[src/rtl/core/dwc_pkg.sv]
// Shared types and codes of the differential unique-word correlator.
package dwc_pkg;

    localparam int SMP_W  = 16;
    localparam int PROD_W = 33;
    localparam int RAD_W  = 64;
    localparam int ROOT_W = 32;
    localparam int DIV_W  = 31;
    localparam int QUO_W  = 16;

    // Action codes of an input word
    localparam logic [1:0] ACT_LOAD  = 2'd0;
    localparam logic [1:0] ACT_DATA  = 2'd1;
    localparam logic [1:0] ACT_CLEAR = 2'd2;

    // Configuration register indexes
    localparam logic REG_SPS = 1'b0;
    localparam logic REG_UW  = 1'b1;

    typedef struct packed {
        logic signed [SMP_W-1:0] re;
        logic signed [SMP_W-1:0] im;
    } cplx_t;

    typedef struct packed {
        cplx_t             val;
        logic [SMP_W-1:0]  mag;
    } entry_t;

endpackage

[src/rtl/core/dwc_cmul.sv]
// Shared complex multiplier with magnitude product, one registered stage.
module dwc_cmul
(
    input  logic                               clk,
    input  logic                               conj,
    input  dwc_pkg::cplx_t                     a,
    input  dwc_pkg::cplx_t                     b,
    input  logic [dwc_pkg::SMP_W-1:0]          mag_a,
    input  logic [dwc_pkg::SMP_W-1:0]          mag_b,
    output logic signed [dwc_pkg::PROD_W-1:0]  prod_re,
    output logic signed [dwc_pkg::PROD_W-1:0]  prod_im,
    output logic [2*dwc_pkg::SMP_W-1:0]        mag_prod
);

    logic signed [31:0] p_rr;
    logic signed [31:0] p_ii;
    logic signed [31:0] p_ir;
    logic signed [31:0] p_ri;
    logic signed [32:0] x_rr;
    logic signed [32:0] x_ii;
    logic signed [32:0] x_ir;
    logic signed [32:0] x_ri;

    // Form the four partial products
    assign p_rr = a.re * b.re;
    assign p_ii = a.im * b.im;
    assign p_ir = a.im * b.re;
    assign p_ri = a.re * b.im;
    assign x_rr = {p_rr[31], p_rr};
    assign x_ii = {p_ii[31], p_ii};
    assign x_ir = {p_ir[31], p_ir};
    assign x_ri = {p_ri[31], p_ri};

    // Combine as a*conj(b) or a*b and register
    always_ff @(posedge clk)
    begin
        if (conj)
        begin
            prod_re <= x_rr + x_ii;
            prod_im <= x_ir - x_ri;
        end
        else
        begin
            prod_re <= x_rr - x_ii;
            prod_im <= x_ri + x_ir;
        end
        mag_prod <= mag_a * mag_b;
    end

endmodule

[config.mk]
export PLATFORM = sky130hd
export DESIGN_NAME = dwc_cmul
export DESIGN_NICKNAME = d
export VERILOG_FILES = /design/src/rtl/core/dwc_pkg.sv /design/src/rtl/core/dwc_cmul.sv
export SDC_FILE = /design/constraint.sdc
export NUM_CORES = 2
export LEC_CHECK = 0
export BUFFER_PORTS_ARGS = -buffer_cell sky130_fd_sc_hd__buf_2
export CORE_AREA = 2 2 280 282
export DETAILED_ROUTE_END_ITERATION = 8
export DIE_AREA = 0 0 282 284
export PLACE_DENSITY = 0.89
export RECOVER_POWER = 100
export SETUP_SLACK_MARGIN = 0.2
export SYNTH_ARGS = -nofsm -noshare
export SYNTH_HDL_FRONTEND = slang
export SYNTH_SLANG_ARGS = --single-unit
export TNS_END_PERCENT = 1
[constraint.sdc]
create_clock -name clk -period 21.2 [get_ports clk]
set_clock_uncertainty 0.1 [all_clocks]
set_input_delay 2.12 -clock clk [delete_from_list [all_inputs] [get_ports clk]]
set_output_delay 2.12 -clock clk [all_outputs]
set_load 0.005 [all_outputs]
* Yosys cells after proc, flatten, opt, wreduce, memory -nomap -nowiden
Cells that the tools add are included.
W data, S select, Z words.
** Word-level totals
- Bits in registers :: 98
- Word-level logic and storage cells :: 14
- Output and inout bits :: 98
- Input port bits :: 98
** Operators by class
- Multiplexer cells :: 2
- Multipliers :: 5
- Add/subtract/negate cells :: 4
** Operators by type and width (number)
- $mul A16 B16 Y32 :: 5
- $add A32 B32 Y33 :: 2
- $mux W33 :: 2
- $sub A32 B32 Y33 :: 2

* Depth between registers and ports, before layout
- Word-level depth :: 3
- Depth in mapped cells :: 35
- Depth with buffers taken out :: 34

* Least setup slack after synthesis
OpenSTA, ideal clock, no wires.
- Path kind :: input port to flip-flop
- Start point :: input port a[27] (netlist bit)
- End point :: register prod_im[32] (netlist bit)
- Library setup time :: 0.131 ns
- Stages :: 31
- Slack :: 10.808 ns
- Buffers on the path :: 2
- Required time :: 20.969 ns
- Arrival time :: 10.161 ns
- Path through :: clkbuf_1 -> nand2_1 -> fa_1 -> fa_1 -> fa_1 -> inv_1 -> fa_1 -> fa_1 -> inv_1 -> fa_1 -> inv_1 -> ha_1 -> clkbuf_1 -> nand2_1 -> nor4_4 -> nor2_1 -> o21ai_0 -> xnor2_1 -> o211ai_1 -> or3_1 -> nor4b_2 -> nor2_1 -> xnor2_1 -> ha_1 -> a211oi_1 -> nand2_1 -> o32a_1 -> a221oi_1 -> o21a_1 -> o21ai_1 -> xor3_1
** On the way
- Word-level cells in the longest chain between the ends :: 3
- Elaborated cells on any way between the ends :: 4
- Those cells by class :: add/sub: 2; mul: 1; mux: 1
** Ends and longest elaborated chain
- start, declared :: line dwc_cmul.sv:6 : input dwc_pkg::cplx_t a,
- $mul A16 B16 Y32 * :: line dwc_cmul.sv:28 : assign p_ri = a.re * b.im;
- $add A32 B32 Y33 or $sub A32 B32 Y33 (tied branches) :: line dwc_cmul.sv:45, dwc_cmul.sv:40
- $mux W33 * :: line dwc_cmul.sv:37 : if (conj)
- end signal, assigned :: line dwc_cmul.sv:40 : prod_im <= x_ir - x_ri;
- end signal, assigned :: line dwc_cmul.sv:45 : prod_im <= x_ri + x_ir;
- end, declared :: line dwc_cmul.sv:11 : output logic signed [dwc_pkg::PROD_W-1:0] prod_im,
Mark *: on every way between the ends. The rest lies on a longest branch, timed or not.

* Worst setup path after layout
- Start point :: input port b[1] (netlist bit)
- End point :: register prod_im[32] (netlist bit)
** On the way
- Word-level cells in the longest chain between the ends :: 3
- Elaborated cells on any way between the ends :: 4
- Those cells by class :: add/sub: 2; mul: 1; mux: 1
** Ends and longest elaborated chain
- start, declared :: line dwc_cmul.sv:7 : input dwc_pkg::cplx_t b,
- $mul A16 B16 Y32 * :: line dwc_cmul.sv:28
- $add A32 B32 Y33 or $sub A32 B32 Y33 (tied branches) :: line dwc_cmul.sv:45, dwc_cmul.sv:40
- $mux W33 * :: line dwc_cmul.sv:37
Marks and branches as above.

==> insert_results.sql <==
INSERT INTO impl_metrics (metric_group, metric, value, unit) VALUES
('cells_and_area', 'postLayoutCellArea', '55800', 'sq um'),
('run', 'max-cap-violations', '2', ''),
('global_routing', 'pin_count_of_the_biggest_net_entering_global_routing', '67', ''),
('clocking', 'cts-root-buf', 'sky130_fd_sc_hd__clkbuf_16', ''),
('global_routing', 'grt_pass1_vias', '46600', ''),
('yosys', 'summed_instance_area_of_the_synthesized_netlist', '54100', 'sq um'),
('die', 'die_w', '282', 'um'),
('outcome', 'run_status', 'complete, but fails checks', ''),
('yosys', 'postSynthRegisterBits', '98', ''),
('yosys', 'syn_nets', '7943', ''),
('clocking', 'clock_buffer_depth', '2', ''),
('sta', 'rsz0062_at_grt', 'false', ''),
('setup_path', 'slowest_stage_cell_cp', 'sky130_fd_sc_hd__clkbuf_1', ''),
('sta', 'worst_slew_margin_relative_to_its_limit', '-26.5', '%'),
('yosys', 'synth_async_sr_flop_share', '0', '%'),
('yosys', 'synth_edf_count', '0', ''),
('route', 'vias_per_cell', '5.91', ''),
('cells_and_area', 'layoutNonFillerInstCount', '7130', ''),
('sta', 'finalSetupViolations', '0', ''),
('cells_and_area', 'number_of_nets_at_the_end_of_the_flow', '7922', ''),
('die', 'die_height', '284', 'um'),
('clocking', 'clkSinkCount', '98', ''),
('global_routing', 'total_routing_usage_reported_by_global_routing', '36.6', '%'),
('clocking', 'cts-resized-gates', '0', ''),
('cells_and_area', 'synthesis_to_finish_area_growth', '3.15', '%'),
('route', 'drtAntennaViolNets', '0', ''),
('die', 'core.rowCount', '102', ''),
('yosys', 'synthFlopType', 'sky130_fd_sc_hd__dfxtp_1', ''),
('placed_design', 'hpwl', '111000', 'um'),
('setup_path', 'crit_type', 'in -> reg', ''),
('hold_path', 'hold_class', 'in -> reg', ''),
('placed_design', 'portBuffers', '195', ''),
('die', 'initial_standard_cell_utilization_of_the_core', '70.3', '%'),
('yosys', 'seq_area_frac_synth', '3.62', '%'),
('cells_and_area', 'final_design_utilization', '72.6', '%'),
('placed_design', 'finalWeightedCongestion', '0.943', ''),
('clocking', 'cts_inserted_buffers', '9', ''),
('sta', 'min_period_over_period', '57.5', '%'),
('clocking', 'cts_htree_levels', '3', ''),
('route', 'wire_per_inst', '19.5', 'um'),
('setup_path', 'path_max_fanout', '32', ''),
('die', 'placeableCoreArea', '77000', 'sq um'),
('clocking', 'ctsHoldBuffers', '0', ''),
('yosys', 'synth.yosys.warnings', '0', ''),
('clocking', 'path_clk_slew', '0.10', 'ns'),
('sta', 'finalCriticalPeriod', '12.19', 'ns'),
('route', 'drtPass1Iterations', '6', ''),
('placed_design', 'place_area', '55600', 'sq um'),
('hold_path', 'worstHoldPathCells', '2', ''),
('yosys', 'synth_top_cell_by_area', 'sky130_fd_sc_hd__fa_1', ''),
('clocking', 'tritoncts_clock_tree', 'yes', ''),
('global_routing', 'grt_first_pass_wirelength', '231000', 'um'),
('global_routing', 'overflow', '0', ''),
('yosys', 'syn_area_per_cell', '8.87', 'sq um'),
('placed_design', 'dp_cell_count', '7109', ''),
('setup_path', 'cp-end-kind', 'flop', ''),
('route', 'drc', '0', ''),
('cells_and_area', 'drive_above_1_share', '3.20', '%'),
('sta', 'worst_pin_slew', '1.90', 'ns'),
('sta', 'hold_viol_final', '0', ''),
('yosys', 'synthesis.instances', '6101', ''),
('sta', 'fin_setup_tns', '0', 'ns'),
('route', 'drt-total-wl', '139000', 'um'),
('setup_path', 'crit_path_start_kind', 'input pin', ''),
('setup_path', 'timing.critical_path.required', '21.42', 'ns'),
('route', 'via_count', '42100', ''),
('global_routing', 'number_of_antenna_violations_at_the_first_check_in_global_routing', '11', ''),
('setup_path', 'critPathArrivalTime', '12.41', 'ns'),
('setup_path', 'cp_common_cell', 'sky130_fd_sc_hd__fa_1', ''),
('yosys', 'yosys.area.top_type_share', '46.0', '%'),
('outcome', 'failed_checks', 'max-capacitance violations, max-slew violations', ''),
('sta', 'maxSlewViolCount', '66', ''),
('yosys', 'synth_area_leaders', 'sky130_fd_sc_hd__fa_1, sky130_fd_sc_hd__ha_1, sky130_fd_sc_hd__inv_1', ''),
('clocking', 'cts_post_setup_buffers_inserted', '0', ''),
('route', 'drt_iter0_drc', '4045', ''),
('yosys', 'netlist-cell-type-count', '87', ''),
('setup_path', 'max_stage_delay', '1.33', 'ns'),
('die', 'die-area', '80100', 'sq um'),
('sta', 'highest_attainable_clock_frequency', '82.0', 'MHz'),
('die', 'boundaryPins', '196', '');
sequential cells by signal (all words and copies together), names as in the netlist:
register,count
mag_prod,32
prod_im,33
prod_re,33
per-stage QoR:
| stage | hold WS [ns] | setup WS [ns] |
|---|---|---|
| 2_1_floorplan | 2.15 | 10.81 |
| 3_3_place_gp | 2.39 | 10.16 |
| 6_report | 2.03 | 9.01 |
| 3_5_place_dp | 2.39 | 9.83 |
| 4_1_cts | 2.03 | 10.27 |
| 5_1_grt | 2.05 | 8.48 |
worst paths after layout:
| path | startpoint | to |
|---|---|---|
| max | b[1] | prod_im[32]$_DFF_P_ |
| min | mag_b[0] | mag_prod[0]$_DFF_P_ |
synth_stat cells (all sizes together) (4+ instances only):
master and number:
o21a 30, nor3 42, nor3b 5, xor2 68, a221o 4, o211ai 21, a31oi 30, ha 500
or4 6, o21bai 22, or2 11, nor4b 4, clkbuf 239, or3 16, nor2b 23, o211a 8
a21oi 179, and2 548, nand3 35, nand4 14, nand2b 70, o31ai 18, a2111oi 4, a21o 74
nor4 11, fa 1244, nand2 773, o21ai 101, and3 18, inv 1424, a211oi 13, xnor2 196
o31a 6, and4 5, a221oi 5, nor2 170, dfxtp 98, a21boi 12
cell families after synthesis:
logic type      count (synthesis)  synth area share, %
xor+xnor                      266                 4.36
compound gates                563                 6.80
fa+ha+maj                    1744                 57.6
flops                          98                 3.62
mux                             6                0.118
simple gates                 1758                 16.0
buf+inv                      1666                 11.6
placed cells by master (no fill, tap or decap), types with 14 or more instances in the layout:
| master | synthesis | routed |
|---|---|---|
| sky130_fd_sc_hd__nand2_1 | 772 | 772 |
| sky130_fd_sc_hd__a21o_1 | 73 | 73 |
| sky130_fd_sc_hd__nand2b_1 | 70 | 70 |
| sky130_fd_sc_hd__xnor2_1 | 196 | 196 |
| sky130_fd_sc_hd__and2_1 | 548 | 531 |
| sky130_fd_sc_hd__o21a_1 | 30 | 30 |
| sky130_fd_sc_hd__nor2_1 | 170 | 170 |
| sky130_fd_sc_hd__o21ai_0 | 94 | 95 |
| sky130_fd_sc_hd__buf_4 | 0 | 15 |
| sky130_fd_sc_hd__o211ai_1 | 19 | 19 |
| sky130_fd_sc_hd__inv_1 | 1424 | 1424 |
| sky130_fd_sc_hd__nor3_1 | 41 | 41 |
| sky130_fd_sc_hd__or3_1 | 14 | 14 |
| sky130_fd_sc_hd__dfxtp_1 | 98 | 98 |
| sky130_fd_sc_hd__and2_0 | 0 | 17 |
| sky130_fd_sc_hd__nor2b_1 | 22 | 22 |
| sky130_fd_sc_hd__xor2_1 | 68 | 68 |
| sky130_fd_sc_hd__a21oi_1 | 176 | 176 |
| sky130_fd_sc_hd__a31oi_1 | 30 | 30 |
| sky130_fd_sc_hd__ha_1 | 500 | 500 |
| sky130_fd_sc_hd__o31ai_1 | 18 | 18 |
| sky130_fd_sc_hd__o21bai_1 | 22 | 22 |
| sky130_fd_sc_hd__and3_1 | 17 | 17 |
| sky130_fd_sc_hd__fa_1 | 1244 | 1244 |
| sky130_fd_sc_hd__nand4_1 | 14 | 14 |
| sky130_fd_sc_hd__nand3_1 | 35 | 35 |
| sky130_fd_sc_hd__buf_2 | 0 | 125 |
| sky130_fd_sc_hd__clkbuf_1 | 239 | 67 |
routing by layer:
metal	routed length, um	GRT usage (%)
met1	49900	46.1
met2	65400	58.9
met3	16000	9.47
met4	7420	18.0
met5	60	0
worst max-delay path, delay by kind of cell:
family,cells,cell delay [ns]
AOI/OAI and AO/OA,7,1.91
xor gates and xnor gates,3,0.72
adders and majority gates,8,3.88
buffers and inverters,4,1.49
and+or+nand+nor,8,2.27
cell type report:
| cell class | count | area, sq um |
|---|---|---|
| fillers | 5260 | 21100 |
| clock inverters | 7 | 95.1 |
| multi-input cells | 4337 | 45900 |
| inverters | 1424 | 5350 |
| clock buffers | 9 | 225 |
| repair buffers | 210 | 1000 |
| well taps | 1040 | 1300 |
| diodes | 5 | 12.5 |
| flip-flops and latches | 98 | 1960 |
Power is not shown: default switching activity piles up to over one toggle a cycle in this logic, so the estimate is an artifact.
