$ cat src/rtl/core/dwc_pkg.sv
// Shared types and codes of the differential unique-word correlator.
package dwc_pkg;

    localparam int SMP_W  = 16;
    localparam int PROD_W = 33;
    localparam int RAD_W  = 64;
    localparam int ROOT_W = 32;
    localparam int DIV_W  = 31;
    localparam int QUO_W  = 16;

    // Action codes of an input word
    localparam logic [1:0] ACT_LOAD  = 2'd0;
    localparam logic [1:0] ACT_DATA  = 2'd1;
    localparam logic [1:0] ACT_CLEAR = 2'd2;

    // Configuration register indexes
    localparam logic REG_SPS = 1'b0;
    localparam logic REG_UW  = 1'b1;

    typedef struct packed {
        logic signed [SMP_W-1:0] re;
        logic signed [SMP_W-1:0] im;
    } cplx_t;

    typedef struct packed {
        cplx_t             val;
        logic [SMP_W-1:0]  mag;
    } entry_t;

endpackage

$ cat src/rtl/core/dwc_isqrt.sv
// Iterative integer square root, one result bit per cycle.
module dwc_isqrt
(
    input  logic                         clk,
    input  logic                         rst_n,
    input  logic                         start,
    input  logic [dwc_pkg::RAD_W-1:0]    radicand,
    output logic                         done,
    output logic [dwc_pkg::ROOT_W-1:0]   root
);

    logic [dwc_pkg::RAD_W-1:0] v_reg;
    logic [dwc_pkg::RAD_W-1:0] r_reg;
    logic [dwc_pkg::RAD_W-1:0] pw_reg;
    logic [dwc_pkg::RAD_W-1:0] trial;
    logic [4:0]                cnt_reg;
    logic                      busy_reg;
    logic                      done_reg;

    assign trial = r_reg + pw_reg;

    // Sequence the steps
    always_ff @(posedge clk or negedge rst_n)
    begin
        if (!rst_n)
        begin
            busy_reg <= 1'b0;
            done_reg <= 1'b0;
            cnt_reg  <= '0;
        end
        else
        begin
            done_reg <= 1'b0;
            if (start)
            begin
                busy_reg <= 1'b1;
                cnt_reg  <= '1;
            end
            else if (busy_reg)
            begin
                cnt_reg <= cnt_reg - 5'd1;
                if (cnt_reg == 5'd0)
                begin
                    busy_reg <= 1'b0;
                    done_reg <= 1'b1;
                end
            end
        end
    end

    // Try one root bit per step
    always_ff @(posedge clk)
    begin
        if (start)
        begin
            v_reg  <= radicand;
            r_reg  <= '0;
            pw_reg <= {2'b01, {(dwc_pkg::RAD_W-2){1'b0}}};
        end
        else if (busy_reg)
        begin
            if (v_reg >= trial)
            begin
                v_reg <= v_reg - trial;
                r_reg <= (r_reg >> 1) + pw_reg;
            end
            else
            begin
                r_reg <= r_reg >> 1;
            end
            pw_reg <= pw_reg >> 2;
        end
    end

    assign done = done_reg;
    assign root = r_reg[dwc_pkg::ROOT_W-1:0];

endmodule

$ cat config.mk
export PLATFORM = sky130hd
export DESIGN_NAME = dwc_isqrt
export DESIGN_NICKNAME = d
export VERILOG_FILES = /design/src/rtl/core/dwc_pkg.sv /design/src/rtl/core/dwc_isqrt.sv
export SDC_FILE = /design/constraint.sdc
export NUM_CORES = 1
export LEC_CHECK = 0
export ABC_AREA = 1
export BUFFER_PORTS_ARGS = -buffer_cell sky130_fd_sc_hd__buf_4
export CAP_MARGIN = 20
export CORE_ASPECT_RATIO = 2
export CORE_MARGIN = 5
export CORE_UTILIZATION = 55
export DETAILED_ROUTE_END_ITERATION = 7
export PLACE_DENSITY = 0.84
export SYNTH_ARGS = -nofsm -noshare
export SYNTH_HDL_FRONTEND = slang
export SYNTH_SLANG_ARGS = --single-unit
$ cat constraint.sdc
create_clock -name clk -period 11.4 [get_ports clk]
set_input_delay 0.57 -clock clk [delete_from_list [all_inputs] [get_ports clk]]
set_output_delay 0.57 -clock clk [all_outputs]
set_load 0.01 [all_outputs]
Word level (Yosys, flattened, before mapping):

Index checks and enable logic that the tools add are counted.
W data, S select, Z words.

* $add $sub $neg: 4
* $lt $le $gt $ge: 1
* muxes and demuxes: 12
* reduce and logical (&&, ||, !) cells: 4

Operators by type and width (number)
* $mux W64: 4
* $add A63 B63 Y64: 1
* $add A64 B63 Y64: 1
* $ge A64 B64 Y1: 1
* $sub A64 B64 Y64: 1
* $mux W5: 2
* $mux W1: 6
* $logic_not A5 Y1: 1
* $sub A5 B1 Y5 const B: 1
* $reduce_bool A2 Y1: 2
* $reduce_and A2 Y1: 1

* bits in registers: 167
* input port bits: 67
* output and inout bits: 33

Depth between registers and ports, before layout:

Gate-level depths: netlist of the first run.

* depth after elaboration: 5
* mapped depth: 31
* depth with buffers taken out: 30

Worst setup path before layout of the first run:

OpenSTA, ideal clock, no wires.

* kind: flip-flop to flip-flop
* start: register r_reg[0] (netlist name)
* end: register v_reg[0] (netlist name) (enable)
* setup time: 524 ps
* data arrival time: 6539 ps
* required time: 10876 ps
* setup slack: 4337 ps
* cell stages (with the launch flop): 25
* cells stage by stage: dfxtp_1 -> ha_1 -> ha_1 -> nand3_1 -> nand2_1 -> nand2_1 -> inv_1 -> or2_2 -> nand3_1 -> nand2_1 -> nand2_1 -> nand2_1 -> nand3_1 -> nand2_1 -> nand2_1 -> nand2_1 -> ha_1 -> nand2_1 -> nor2_1 -> nand2_2 -> nor2_1 -> a21oi_2 -> buf_4 -> buf_6 -> a31oi_1

* cells in the longest elaborated chain, start to end: 4

RTL lines
* start, declared: line dwc_isqrt.sv:13 `logic [dwc_pkg::RAD_W-1:0] r_reg;`
* start signal, assigned: line dwc_isqrt.sv:65 `r_reg <= (r_reg >> 1) + pw_reg;`
* start signal, assigned: line dwc_isqrt.sv:69 `r_reg <= r_reg >> 1;`
* $add A64 B63 Y64: line dwc_isqrt.sv:20 `assign trial = r_reg + pw_reg;`
* $ge A64 B64 Y1: line dwc_isqrt.sv:62 `if (v_reg >= trial)`
* $reduce_bool A2 Y1 (no line)
* $reduce_and A2 Y1 (no line)
* end signal, assigned: line dwc_isqrt.sv:56 `v_reg <= radicand;`
* end signal, assigned: line dwc_isqrt.sv:64 `v_reg <= v_reg - trial;`
* end, declared: line dwc_isqrt.sv:12 `logic [dwc_pkg::RAD_W-1:0] v_reg;`

No other way between the ends.
A chain may end at the register's enable or synchronous reset.

Worst setup path in the final report of the first run:

* start: register r_reg[26] (netlist name)
* end: register v_reg[48] (netlist name) (enable)

The elaborated chain is that of the path after synthesis.

==> flow_summary.json, run 1 <==
{
  "maxCapViolCount": 0,
  "tns_ns": 0,
  "skew_ns": 0.0218,
  "gp_congestion": 1.05,
  "cp_max_fo": 64,
  "num_vias": 22900,
  "vias_per_cell": 5.82,
  "clkSinkCount": 167,
  "drcViolationCount": 0,
  "antenna_found_initial": 0,
  "wl_per_cell_um": 20.4,
  "worstPathRequired_ns": 11.50,
  "synth_edf_count": 64,
  "drtIter0Drc": 1927,
  "hold_viol": 0,
  "io_buffers": 99,
  "postSynthAreaPerCell_um2": 5.76,
  "p_per_area_nw_per_um2": 231,
  "layout_min_cycle_time_ns": 5.83,
  "crit_path_start_kind": "register",
  "p_leak_nw": 9.74,
  "final_core_util_pct": 59.6,
  "rows": 98,
  "start_util_pct": 55.5,
  "ys.warnings.count": 0,
  "slowest_stage": "o21ai_1",
  "grt_pass1_vias": 23100,
  "clk_pin_slew_worst_paths_ns": 0.09,
  "die_y_um": 278,
  "cts_buffers": 17,
  "postRouteAntennaNets": 0,
  "timing.final.crit_share_pct": 51.1,
  "grt_pass1_wl_um": 122000,
  "area_growth_pct": 7.40,
  "post_cts_buffers": 0,
  "finalMaxSlewViolations": 0,
  "htreeDepth": 4,
  "postSynth.asyncResetShare_pct": 4.19,
  "wl_um": 80500,
  "clockBufferDepth": 2,
  "whs_ns": 0.347,
  "cts_tree": "done",
  "finalSetupViolCount": 0,
  "grt-ovfl-total": 0,
  "yosysUniqueCellTypes": 54,
  "yosysSeqAreaShare_pct": 20.3,
  "hold_class": "input port to register",
  "max-slew-margin-rel_pct": 27.4,
  "grt_start_max_net_pins": 91,
  "ys.flop_type": "dfxtp_1",
  "critPathKind": "register to register",
  "rsz0062_at_grt": "false",
  "path_cells": "ha_1 -> nand4_1 -> nor2_1 -> nand2_1 -> o21ai_1 -> xnor2_1 -> ha_1 -> nand2_1 -> nor2_2 -> nand2_2 -> nor2_4 -> nand4_1 -> nand3_2 -> nand2_4 -> a31oi_4 -> buf_4",
  "first_pass_iters": 6,
  "pin_count": 100,
  "core-area_um2": 35700,
  "finalNetCount": 3677,
  "drive_gt1_share_pct": 6.30,
  "syn_nets": 3637,
  "dp_cells": 3907,
  "final_cell_area_um2": 21300,
  "final_common_cell": "nand2_1",
  "syn_area_um2": 19800,
  "grt_usage_pct": 39.8,
  "arrival_ns": 5.93,
  "clk_latency_ns": 0.49,
  "final_cell_mix": "nand2_1 (1,108), inv_1 (523), nor2_1 (383)",
  "critPathCaptureType": "register",
  "ir_drop_mv": 0.161,
  "synthCells": 3437,
  "instances_no_fill": 3940,
  "max_freq_mhz": 172,
  "ctsHoldBuffers": 1,
  "cts_root_buffer": "clkbuf_16",
  "synth-seq-cells": 167,
  "dieArea_um2": 40100,
  "antenna_cells": 0,
  "slowest_delay_ns": 0.83,
  "place_area_um2": 20700,
  "ctsResizeCount": 0,
  "die_x_um": 144,
  "outcome": "finished, final reports clean",
  "tightest_slew_ns": 1.08,
  "dp_hpwl_um": 65000
}
==> through the flow <==
step	total power [mW]	setup WS (ns)
2_1_floorplan	3.38	4.34
3_5_place_dp	4.19	5.95
3_3_place_gp	4.16	6.01
6_report	4.92	5.57
4_1_cts	4.82	5.91
5_1_grt	5.28	5.37
==> critical path, delay by kind of cell, from the launching register on <==
kind	cells	cell delay, ns
AO/OA/AOI/OAI	2	1.07
XOR/XNOR	1	0.25
adder cells (fa/ha/maj)	2	0.85
buffers and inverters	1	0.74
flip-flops	1	0.41
AND/OR/NAND/NOR	10	2.00
==> power by group <==
part,internal (mW),switching [mW],total [mW]
Clock,0.309,0.320,0.628
Sequential,0.872,0.179,1.05
Combinational,1.06,2.19,3.24
Total,2.24,2.68,4.92
==> cell usage after synthesis (all sizes together) (3+ instances only) <==
library cell     n  area share, %
dfxtp           96            9.7
edfxtp          64            9.7
nor2           399            7.8
or2             22           0.69
nand3          324            8.4
xor2            41            1.8
nor3            38            1.0
o21ai          190            4.9
o22ai           31           0.98
o21a             4           0.15
nand2         1126             22
o211ai           6           0.23
nor4             7           0.22
xnor2           45            2.0
a31oi            6           0.19
and2             3          0.095
a21boi           4           0.15
nand3b          24           0.93
a21o            11           0.42
inv            528             10
dfrtp            7           0.88
ha             132            8.3
clkbuf          29           0.55
nand4           24           0.76
a21oi          183            4.7
buf             57            2.2
o21bai          27            1.0
==> final cells by class <==
cell class              instances  area (µm²)
well taps                     450         563
flip-flops and latches        167        4020
fillers                      3736       14400
multi-input cells            2655       13300
clock buffers                  19         464
repair buffers                107         826
inverters                     529        1990
clock inverters                13         129
==> metal layers <==
layer	wire [µm]	share of wire, %	global-route usage, %	up-vias
li1	-	-	-	11100
met1	26300	33	39.0	10400
met2	40900	51	71.2	1028
met3	4340	5.4	4.83	401
met4	8940	11	34.9	0
met5	0	0	0	-
==> logic make-up after synthesis <==
kind of cell             share of synthesized area, %
XOR/XNOR                                         3.80
flip-flops                                       20.3
AO/OA/AOI/OAI                                    13.0
buffers and inverters                            12.8
adder cells (fa/ha/maj)                          8.44
AND/OR/NAND/NOR                                  41.6
==> final timing paths <==
path	endpoint	from	slack, ns	cells past startpoint
setup / recovery	v_reg[48]	r_reg[26]	5.57	16
hold / removal	v_reg[9]	radicand[9]	0.35	3
setup reg to reg	v_reg[48]	r_reg[26]	5.57	16
hold reg to reg	cnt_reg[4]	cnt_reg[4]	0.50	1
max in group asynchronous	cnt_reg[0]	rst_n	10.83	2
min in group asynchronous	done	rst_n	0.44	2
Power figures use the tool's default switching activity.
==> run 2, diff against run 1 <==
- clock period: 11.4 -> 5.55 ns (I/O delays scaled with it)
==> flow_summary.json, run 2 (synthesis gave the netlist of run 1 again) <==
{
  "hold_start": "radicand[61]",
  "drcViolationCount": 0,
  "drive_gt1_share_pct": 6.49,
  "grt-ovfl-total": 0,
  "final_core_util_pct": 59.9,
  "dp_hpwl_um": 65100,
  "clockBufferDepth": 2,
  "r2r_start": "r_reg[36]",
  "grt_pass1_vias": 22800,
  "instances_no_fill": 3948,
  "dieArea_um2": 40100,
  "startpoint": "r_reg[36]",
  "clk_latency_ns": 0.48,
  "antenna_cells": 0,
  "final_common_cell": "nand2_1",
  "rows": 98,
  "arrival_ns": 5.67,
  "critPathKind": "register to register",
  "ctsResizeCount": 0,
  "grt_start_max_net_pins": 91,
  "outcome": "finished, final reports clean",
  "dp_cells": 3914,
  "final_cell_mix": "nand2_1 (1,108), inv_1 (523), nor2_1 (383)",
  "hold_class": "input port to register",
  "dp_slack_ns": 0.499,
  "postRouteAntennaNets": 0,
  "finalMaxSlewViolations": 0,
  "start_util_pct": 55.5,
  "whs_ns": 0.0681,
  "rsz0062_at_grt": "false",
  "p_leak_nw": 9.80,
  "maxCapViolCount": 0,
  "wl_per_cell_um": 20.5,
  "skew_ns": 0.0176,
  "num_vias": 22900,
  "layout_min_cycle_time_ns": 5.34,
  "pin_count": 100,
  "die_y_um": 278,
  "area_growth_pct": 7.88,
  "max-slew-margin-rel_pct": 34.9,
  "ir_drop_mv": 0.397,
  "cts_buffers": 17,
  "p_per_area_nw_per_um2": 477,
  "fill_cells": 3757,
  "crit_path_start_kind": "register",
  "final_cell_area_um2": 21400,
  "finalNetCount": 3685,
  "cts_tree": "done",
  "wl_um": 80800,
  "p_total_mw": 10.2,
  "clk_pin_slew_worst_paths_ns": 0.08,
  "core-area_um2": 35700,
  "place_area_um2": 20700,
  "io_buffers": 99,
  "critPathCaptureType": "register",
  "first_pass_iters": 7,
  "die_x_um": 144,
  "worstPathRequired_ns": 5.88,
  "post_cts_buffers": 0,
  "timing.final.crit_share_pct": 96.1,
  "drtIter0Drc": 2051,
  "htreeDepth": 4,
  "finalSetupViolCount": 0,
  "grt_pass1_wl_um": 121000,
  "vias_per_cell": 5.80,
  "tns_ns": 0,
  "cp_max_fo": 25,
  "antenna_found_initial": 0,
  "clkSinkCount": 167,
  "gp_congestion": 1.05,
  "cts_root_buffer": "clkbuf_16",
  "grt_usage_pct": 39.7,
  "hold_viol": 0,
  "max_freq_mhz": 187,
  "fin_ws_ns": 0.214,
  "tightest_slew_ns": 0.975
}
run 2: path summary, 6_finish.rpt:
path	cells after the start	to	slack, ns
setup / recovery	24	r_reg[24]	0.21
hold / removal	3	v_reg[61]	0.07
setup reg to reg	24	r_reg[24]	0.21
hold reg to reg	1	cnt_reg[4]	0.49
max in group asynchronous	2	busy_reg	5.27
min in group asynchronous	2	done	0.15
run 2: per-layer routing:
metal	global-route usage (%)	wire, µm
met1	38.0	26100
met2	69.4	40000
met3	5.71	4700
met4	39.0	10100
met5	0	0
run 2: report_power, final:
part           internal [mW]  switching (mW)
combinational           2.24            4.54
clock                  0.659           0.612
sequential              1.79           0.360
total                   4.69            5.51
run 2: final cells by class:
class	count	area, µm²	share of cell area (%)
multi-input combinational	2655	13300	62.2
inverter	529	1990	9.29
timing repair buffer	115	923	4.32
tap	450	563	2.63
sequential	167	4020	18.8
clock buffer	20	457	2.14
clock inverter	12	133	0.621
run 2: timing repair:
action / in CTS / in global routing
endpoints found under the hold margin: 7 / 0
hold buffers: 1 / 0
setup endpoints to repair: 0 / 0
run 2: worst max-delay path: stages (launching register included):
cell and delay (ns):
dfxtp_1 0.40, ha_1 0.41, nand2_1 0.11, nor2_1 0.15
inv_1 0.10, nor2_1 0.09, inv_1 0.10, nor3_1 0.54
nand4_1 0.41, nand3b_1 0.31, nand2_1 0.08, nand2_1 0.09
xor2_1 0.29, ha_1 0.35, nand2_1 0.09, nand2_1 0.08
nand3_1 0.08, nand2_1 0.11, a21oi_2 0.16, nand2_1 0.13
a21oi_4 0.27, buf_4 0.42, nand3_1 0.16, nand3_1 0.13
o21ai_0 0.10
