===== src/rtl/core/dwc_pkg.sv =====
// Shared types and codes of the differential unique-word correlator.
package dwc_pkg;

    localparam int SMP_W  = 16;
    localparam int PROD_W = 33;
    localparam int RAD_W  = 64;
    localparam int ROOT_W = 32;
    localparam int DIV_W  = 31;
    localparam int QUO_W  = 16;

    // Action codes of an input word
    localparam logic [1:0] ACT_LOAD  = 2'd0;
    localparam logic [1:0] ACT_DATA  = 2'd1;
    localparam logic [1:0] ACT_CLEAR = 2'd2;

    // Configuration register indexes
    localparam logic REG_SPS = 1'b0;
    localparam logic REG_UW  = 1'b1;

    typedef struct packed {
        logic signed [SMP_W-1:0] re;
        logic signed [SMP_W-1:0] im;
    } cplx_t;

    typedef struct packed {
        cplx_t             val;
        logic [SMP_W-1:0]  mag;
    } entry_t;

endpackage


===== src/rtl/core/dwc_div.sv =====
// Restoring divider for a fraction below one, one quotient bit per cycle.
module dwc_div
(
    input  logic                        clk,
    input  logic                        rst_n,
    input  logic                        start,
    input  logic [dwc_pkg::DIV_W-1:0]   num,
    input  logic [dwc_pkg::DIV_W-1:0]   den,
    output logic                        done,
    output logic [dwc_pkg::QUO_W-1:0]   quo
);

    logic [dwc_pkg::DIV_W:0]   rem_reg;
    logic [dwc_pkg::DIV_W:0]   rem2;
    logic [dwc_pkg::DIV_W-1:0] den_reg;
    logic [dwc_pkg::QUO_W-1:0] quo_reg;
    logic [3:0]                cnt_reg;
    logic                      busy_reg;
    logic                      done_reg;
    logic                      ge;

    assign rem2 = {rem_reg[dwc_pkg::DIV_W-1:0], 1'b0};
    assign ge   = rem2 >= {1'b0, den_reg};

    // Sequence the steps
    always_ff @(posedge clk or negedge rst_n)
    begin
        if (!rst_n)
        begin
            busy_reg <= 1'b0;
            done_reg <= 1'b0;
            cnt_reg  <= '0;
        end
        else
        begin
            done_reg <= 1'b0;
            if (start)
            begin
                busy_reg <= 1'b1;
                cnt_reg  <= '1;
            end
            else if (busy_reg)
            begin
                cnt_reg <= cnt_reg - 4'd1;
                if (cnt_reg == 4'd0)
                begin
                    busy_reg <= 1'b0;
                    done_reg <= 1'b1;
                end
            end
        end
    end

    // Shift, compare and subtract
    always_ff @(posedge clk)
    begin
        if (start)
        begin
            rem_reg <= {1'b0, num};
            den_reg <= den;
            quo_reg <= '0;
        end
        else if (busy_reg)
        begin
            rem_reg <= ge ? (rem2 - {1'b0, den_reg}) : rem2;
            quo_reg <= {quo_reg[dwc_pkg::QUO_W-2:0], ge};
        end
    end

    assign done = done_reg;
    assign quo  = quo_reg;

endmodule


===== config.mk =====
export PLATFORM = sky130hd
export DESIGN_NAME = dwc_div
export DESIGN_NICKNAME = d
export VERILOG_FILES = /design/src/rtl/core/dwc_pkg.sv /design/src/rtl/core/dwc_div.sv
export SDC_FILE = /design/constraint.sdc
export NUM_CORES = 1
export LEC_CHECK = 0
export BUFFER_PORTS_ARGS = -buffer_cell sky130_fd_sc_hd__buf_2
export CAP_MARGIN = 20
export CORE_MARGIN = 1
export CORE_UTILIZATION = 32
export CTS_CLUSTER_SIZE = 8
export DETAILED_ROUTE_END_ITERATION = 10
export SYNTH_ARGS = -nofsm -noshare
export SYNTH_HDL_FRONTEND = slang
export SYNTH_SLANG_ARGS = --single-unit

===== constraint.sdc =====
create_clock -name clk -period 2.9 [get_ports clk]
set_clock_uncertainty 0.15 [all_clocks]
set_input_delay 0.29 -clock clk [delete_from_list [all_inputs] [get_ports clk]]
set_output_delay 0.29 -clock clk [all_outputs]
set_load 0.05 [all_outputs]

Yosys cells after proc, flatten, opt, wreduce, memory -nomap -nowiden

Cells that the tools add are included.

Add/subtract/negate cells: 2
Order comparisons: 1
Multiplexer cells: 11
Reductions and logical operators: 2

Operators by type and width:

| kind                  | number |
|---|---|
| $mux W31              | 3 |
| $ge A32 B31 Y1        | 1 |
| $sub A31 B31 Y31      | 1 |
| $mux W4               | 2 |
| $mux W1               | 6 |
| $logic_not A4 Y1      | 1 |
| $sub A4 B1 Y4 const B | 1 |
| $reduce_bool A2 Y1    | 1 |

Flip-flop bits (word level): 84
Output and inout port bits: 17
Logic and storage cells: 22

Logic depth before layout (Yosys ltp)

Gate-level depths: netlist of run 1.

Depth in word-level cells: 4
Depth in mapped cells: 12
Mapped depth without buffers: 10

Worst setup path before layout of run 1

No wires, ideal clock.

Path kind: reg2reg
Start point: register rem_reg[0] (netlist name)
End point: register rem_reg[22] (netlist name), data pin
Library setup time: 279 ps
Arrival time: 2,590 ps
Data required time: 2,471 ps
Slack: -118 ps
Stages on the path, launching flop included: 11
Clock period less this slack: 3,018 ps
Cell sequence: edfxtp_1 -> fa_1 -> a21o_1 -> a221o_1 -> a211oi_2 -> a211oi_2 -> or3_1 -> buf_6 -> buf_2 -> nor3_1 -> a221oi_1

Word-level cells in the longest chain between the ends: 4
Elaborated cells between the ends (all ways): 5

RTL lines:

| item                                                      | line                         | source |
|---|---|---|
| start, declared                                           | dwc_div.sv:13                | `logic [dwc_pkg::DIV_W:0] rem_reg;` |
| start signal, assigned                                    | dwc_div.sv:59                | `rem_reg <= {1'b0, num};` |
| start signal, assigned                                    | dwc_div.sv:65                | `rem_reg <= ge ? (rem2 - {1'b0, den_reg}) : rem2;` |
| $sub A31 B31 Y31 / $ge A32 B31 Y1 (equally long branches) | dwc_div.sv:65, dwc_div.sv:23 |  |
| $mux W31 (*)                                              | dwc_div.sv:65                |  |
| $mux W31 (*)                                              | dwc_div.sv:63                | `else if (busy_reg)` |
| $mux W31 (*)                                              | dwc_div.sv:57                | `if (start)` |

Every way passes the cells marked *; elsewhere a longest branch is shown, timed or not. The select of a mux whose other input is x is not followed.
A chain may end at the register's enable or synchronous reset.

Worst setup path in the final report of run 1

Start point: register rem_reg[11] (netlist name)
End point: register rem_reg[25] (netlist name), data pin

Same word-level chain as after synthesis.

==> results of run 1 <==
==> through the flow <==
| step | worst slack (ns) | cells | cell area (um^2) |
|---|---|---|---|
| 5_1_grt | -0.1888 | 947 | 7606 |
| 2_1_floorplan | 0.01538 | 538 | 5280 |
| 3_5_place_dp | -0.2600 | 887 | 6455 |
| 3_3_place_gp | -0.1156 | 887 | 6455 |
| 6_report | -0.08232 | 947 | 7606 |
| 4_1_cts | -0.06661 | 939 | 7312 |
==> path summary, 6_finish.rpt <==
check / from / endpoint / slack [ns]
worst max-delay path: rem_reg[11] / rem_reg[25] / -0.08
min in group asynchronous: rst_n / cnt_reg[1] / 0.14
max in group asynchronous: rst_n / busy_reg / 2.31
worst min-delay path: num[2] / rem_reg[2] / 0.08
worst max register to register: rem_reg[11] / rem_reg[25] / -0.08
worst min register to register: quo[0] / quo[0] / 0.36
==> cell families (layout without fill, tap and decap cells) <==
kind of cell,after synthesis,in the layout
XOR/XNOR,18,18
flip-flops,84,84
AND/OR/NAND/NOR,161,161
AO/OA/AOI/OAI,146,146
adder cells (fa/ha/maj),33,33
multiplexers,24,24
buffers and inverters,72,265
==> worst max-delay path: stages, from the launching register on <==
cell and delay, ns:
edfxtp_1 0.44, ha_4 0.32, nand4_1 0.24, nor4_2 0.37
a211oi_2 0.10, a211oi_4 0.30, nor3_4 0.10, buf_12 0.15
buf_12 0.14, a2111oi_4 0.33, a211oi_2 0.08
==> synth_stat cells (10+ instances only) <==
| library cell | n | area [um^2] |
|---|---|---|
| o21ai_0 | 14 | 70.07 |
| nand3_1 | 12 | 60.06 |
| ha_1 | 32 | 400.4 |
| xor2_1 | 11 | 96.34 |
| a21oi_1 | 36 | 180.2 |
| a21o_1 | 14 | 105.1 |
| clkbuf_1 | 13 | 48.80 |
| nand2_1 | 38 | 142.6 |
| dfxtp_1 | 16 | 320.3 |
| a31oi_1 | 17 | 106.4 |
| inv_1 | 47 | 176.4 |
| nor3_1 | 10 | 50.05 |
| mux2i_1 | 24 | 240.2 |
| edfxtp_1 | 62 | 1862 |
| nor2_1 | 56 | 210.2 |
==> power groups by stage <==
stage,clock network [uW],logic [uW],registers (uW)
6_report,1190,4750,1840
5_1_grt,1270,5200,1870
3_3_place_gp,0,3860,1820
4_1_cts,1230,4250,1810
2_1_floorplan,0,2460,1840
3_5_place_dp,0,3910,1830
==> timing repair <==
item	in CTS	in global routing
setup buffers	4	7
gates cloned	0	1
endpoints found under the hold margin	37	0
endpoints found under the setup margin	30	32
gates resized for setup	39	41
hold buffers	32	0
pin swaps	17	24
==> placed cells by master, fill, tap and decap left out, drive strengths merged, types with 14 or more instances in the layout <==
cell / netlist / final
a21o: 14 / 14
a21oi: 37 / 37
a31oi: 17 / 17
buf: 11 / 168
dfxtp: 16 / 16
dlygate4sd3: 0 / 32
edfxtp: 62 / 62
ha: 32 / 32
inv: 47 / 52
mux2i: 24 / 24
nand2: 38 / 38
nor2: 56 / 56
o21ai: 16 / 16
==> cell type report <==
cell class	count	area share, %
clock inverters	5	0.5758
repair buffers	201	19.51
well taps	216	3.553
inverters	48	2.369
multi-input cells	382	39.86
clock buffers	11	3.471
flip-flops and latches	84	30.66
==> layer usage <==
| layer | vias to the layer above | track usage [%] | share of wire, % | wire (um) |
|---|---|---|---|---|
| li1 | 2356 | - | - | - |
| met1 | 2250 | 23.16 | 47 | 6700 |
| met2 | 125 | 29.19 | 47 | 6688 |
| met3 | 13 | 3.772 | 5.4 | 778 |
| met4 | 0 | 4.651 | 0.99 | 142 |
| met5 | - | 0 | 0 | 0 |
==> metrics.cfg, run 1 <==
[outcome]
status = finished with violations
violations = negative setup slack

[clock_tree]
clock_latency_ns = 0.35
clock-root-buffer = clkbuf_16
cts.clk_slew.worst_paths_ns = 0.07
cts_max_path_buffers = 2
cts_tree = done
numCtsBuffers = 9
htreeDepth = 3
clock_sinks = 84

[global_routing]
grt_max_degree = 48
grt_pass1_wl_um = 23290
track_usage_pct = 17.61
antenna_found_initial = 0
gr-total-overflow = 0
first_global_vias = 4760

[drt]
viasPerCell = 5.010
drc = 0
first_pass_iters = 5
num_vias = 4744
routed_wl_um = 14310
wl_per_cell_um = 15.11
drt_iter0_markers = 265
ant_nets = 0

[sta]
fmax_mhz = 335.3
finalWorstSetupSlack_ns = -0.08232
hold_ws_ns = 0.08129
finalCritPeriodShare_pct = 102.8
finalMaxSlewViolations = 0
slew_headroom_pct = 60.37
rsz0062_at_grt = true
finalSetupViolations = 18
hold_viol_final = 0
worst_slew_pin_slew_ns = 0.5944
period_needed_ns = 2.982
tns_ns = -0.6610

[synth]
synth_edf_count = 62
yosys_warnings = 0
synth-seq-cells = 84
synth_mux_area_share_pct = 4.569
syn_inst = 538
syn-num-nets = 636
synth_compound_area_share_pct = 19.30
ys_types = 62
mappedNetlistArea_um2 = 5258
synthAdderAreaFrac_pct = 7.996
synthArstFlopShare_pct = 7.143
synth-xor-area-share_pct = 2.999
yosysSeqAreaShare_pct = 44.36
synth_flop_cell = edfxtp_1
synth_simple_gate_area_share_pct = 15.09
avgSynthCellArea_um2 = 9.772
synth_top_family_by_area = compound AO/OA/AOI/OAI gates

[placed_design]
numPortBuffers = 81
dp_hpwl_um = 10220
globalplace.congestion = 0.8924

[power_and_ir_drop]
p_sw_share_pct = 39.50
p_clk_share_pct = 15.3
p_per_area_nw_per_um2 = 1023
power.total_uw = 7781
p_comb_share_pct = 61.1
seqPwrFrac_pct = 23.6
p_leak_uw = 0.003371
p_sw_uw = 3074
ir_drop_mv = 0.4883
intPower_uw = 4707

[floorplanning]
die_h_um = 130.2
fp.dieW_um = 130.2
start_util_pct = 32.98
core_um2 = 15940
core.rowCount = 46
die_area_um2 = 16950
ios = 82

[hold_path]
hold_path.class = in -> reg
whs_path_depth = 3

[critical_path]
critPathMaxFanout = 8
end_kind = flip-flop
cp.required_ns = 2.84
crit_path_start_kind = flip-flop
worst_r2r_path_depth = 10
worstPathArrival_ns = 2.92
critical_path_class = reg -> reg

[cells_and_area]
nFillCells = 1513
num_antenna_cells = 0
final_core_util_pct = 47.71
multi_input_area_um2 = 3032
drive_gt1_share_pct = 35.02
syn_to_final_growth_pct = 44.67
nets = 824
ff_latch_area_um2 = 2332

[run]
maxCapViolations = 0

No activity file was read; power rests on OpenSTA's default activity.
==> run 2, diff against run 1 <==
--- a/config.mk
+++ b/config.mk
@@ -11,6 +11,7 @@
 export CORE_UTILIZATION = 32
 export CTS_CLUSTER_SIZE = 8
 export DETAILED_ROUTE_END_ITERATION = 10
+export SKIP_CTS_REPAIR_TIMING = 1
 export SYNTH_ARGS = -nofsm -noshare
 export SYNTH_HDL_FRONTEND = slang
 export SYNTH_SLANG_ARGS = --single-unit
==> metrics.cfg, run 2 (synthesis results as in run 1) <==
[floorplanning]
fp.dieW_um = 130.2  ; unchanged
die_area_um2 = 16950  ; unchanged
core.rowCount = 46  ; unchanged
ios = 82  ; unchanged
die_h_um = 130.2  ; unchanged
core_um2 = 15940  ; unchanged
start_util_pct = 32.98  ; unchanged

[critical_path]
crit_path_start_kind = flip-flop  ; unchanged
worst_path_max_delay_cell = edfxtp_1  ; unchanged
worstPathArrival_ns = 3.01  ; was 2.92 ns
cp_slowest_stage_delay_ns = 0.43  ; was 0.44 ns
crit_buf_inv = 2  ; unchanged
cp_top_family = compound AO/OA/AOI/OAI gates  ; unchanged
cp.required_ns = 2.92  ; was 2.84 ns
critPathMaxFanout = 13  ; was 8
end_kind = flip-flop  ; unchanged
critical_path_class = reg -> reg  ; unchanged
worstPathCellList = fa_2, a21o_1, a221o_1, a211oi_2, a211oi_2, nor3_4, buf_12, buf_12, nor3_2, a211oi_1  ; was ha_4, nand4_1, nor4_2, a211oi_2, a211oi_4, nor3_4, buf_12, buf_12, a2111oi_4, a211oi_2

[cells_and_area]
final_common_cell = buf_2  ; unchanged
postLayoutCellArea_um2 = 7436  ; was 7606 um^2
nets = 816  ; was 824
layout_common_cells = buf_2, buf_4, edfxtp_1, nor2_1, inv_1  ; unchanged
num_antenna_cells = 0  ; unchanged
drive_gt1_share_pct = 32.64  ; was 35.02%
nFillCells = 1534  ; was 1,513
syn_to_final_growth_pct = 41.43  ; was 44.67%

[outcome]
status = finished with violations  ; unchanged
violations = negative setup slack  ; unchanged

[clock_tree]
htreeDepth = 3  ; unchanged
clock_latency_ns = 0.35  ; about the same
clock_sinks = 84  ; unchanged
cts_max_path_buffers = 2  ; unchanged
cts_tree = done  ; unchanged
clock-root-buffer = clkbuf_16  ; unchanged
cts.clk_slew.worst_paths_ns = 0.07  ; about the same
numCtsBuffers = 9  ; unchanged

[power_and_ir_drop]
power.total_uw = 7457  ; was 7781 uW
p_leak_uw = 0.003320  ; was 0.003371 uW
p_per_area_nw_per_um2 = 1003  ; was 1023 nW/um^2
ir_drop_mv = 0.4948  ; was 0.4883 mV

[global_routing]
first_global_vias = 4599  ; was 4,760
grt_pass1_wl_um = 22490  ; was 23,290 um
track_usage_pct = 17.02  ; was 17.61%
gr-total-overflow = 0  ; unchanged
antenna_found_initial = 0  ; unchanged
grt_max_degree = 48  ; unchanged

[sta]
finalMaxSlewViolations = 0  ; unchanged
rsz0062_at_grt = true  ; unchanged
hold_viol_final = 0  ; unchanged
finalSetupViolations = 26  ; was 18
slew_headroom_pct = 59.28  ; was 60.37%
finalWorstSetupSlack_ns = -0.09731  ; was -0.08232 ns
hold_ws_ns = 0.07405  ; was 0.08129 ns
fmax_mhz = 333.6  ; was 335.3 MHz
worst_slew_pin_slew_ns = 0.6044  ; was 0.5944 ns
period_needed_ns = 2.997  ; was 2.982 ns
finalCritPeriodShare_pct = 103.4  ; was 102.8%

[drt]
viasPerCell = 4.984  ; was 5.010
ant_nets = 0  ; unchanged
routed_wl_um = 14080  ; was 14,310 um
wl_per_cell_um = 14.99  ; was 15.11 um
drt_iter0_markers = 269  ; was 265
first_pass_iters = 5  ; unchanged
drc = 0  ; unchanged
num_vias = 4680  ; was 4,744

[hold_path]
hold_path.class = in -> reg  ; unchanged

[placed_design]
dp_hpwl_um = 10220  ; unchanged
globalplace.congestion = 0.8924  ; unchanged
numPortBuffers = 81  ; unchanged
placed_cell_area_um2 = 6455  ; unchanged

[run]
maxCapViolations = 0  ; unchanged

[run 2: final timing paths]
kind,startpoint,end,slack [ns],cells after the start
hold reg to reg,quo[15],quo[15],0.37,2
hold / removal,num[2],rem_reg[2],0.07,3
max in group asynchronous,rst_n,busy_reg,2.32,2
setup reg to reg,rem_reg[0],rem_reg[25],-0.1,10
min in group asynchronous,rst_n,cnt_reg[1],0.14,2
setup / recovery,rem_reg[0],rem_reg[25],-0.1,10
[run 2: stage by stage]
stage / setup TNS, ns / instances / setup slack [ns] / util, %
4_1_cts: -2.637 / 903 / -0.2228 / 42.42
2_1_floorplan: 0 / 538 / 0.01538 / -
3_3_place_gp: -0.7446 / 887 / -0.1156 / 40.49
5_1_grt: -6.197 / 939 / -0.2513 / 46.64
3_5_place_dp: -1.811 / 887 / -0.2600 / 40.49
6_report: -1.304 / 939 / -0.09731 / 46.64
[run 2: worst min-delay path: cells and delay by family]
family                 cells  cell delay (ns)
AO/OA/AOI/OAI              1             0.06
buffers and inverters      1             0.07
AND/OR/NAND/NOR            1             0.04
[run 2: power by group]
part | leakage, uW | internal, uW | switching [uW]
combinational | 0.00235 | 2180 | 2250
clock | 0.000153 | 672 | 521
sequential | 0.000817 | 1650 | 183
[run 2: per-layer routing]
| layer | routed length (um) | vias to the layer above | global-route usage, % |
|---|---|---|---|
| li1 | - | 2346 | - |
| met1 | 6585 | 2213 | 22.56 |
| met2 | 6628 | 113 | 27.69 |
| met3 | 739 | 8 | 4.059 |
| met4 | 127 | 0 | 4.514 |
| met5 | 0 | - | 0 |
[run 2: layout make-up]
cell class	instances	area [um^2]	area share, %
multi-input cells	382	2943	39.58
flip-flops and latches	84	2332	31.36
repair buffers	193	1403	18.86
well taps	216	270.3	3.635
clock buffers	11	264.0	3.550
inverters	48	180.2	2.423
clock inverters	5	43.79	0.5889
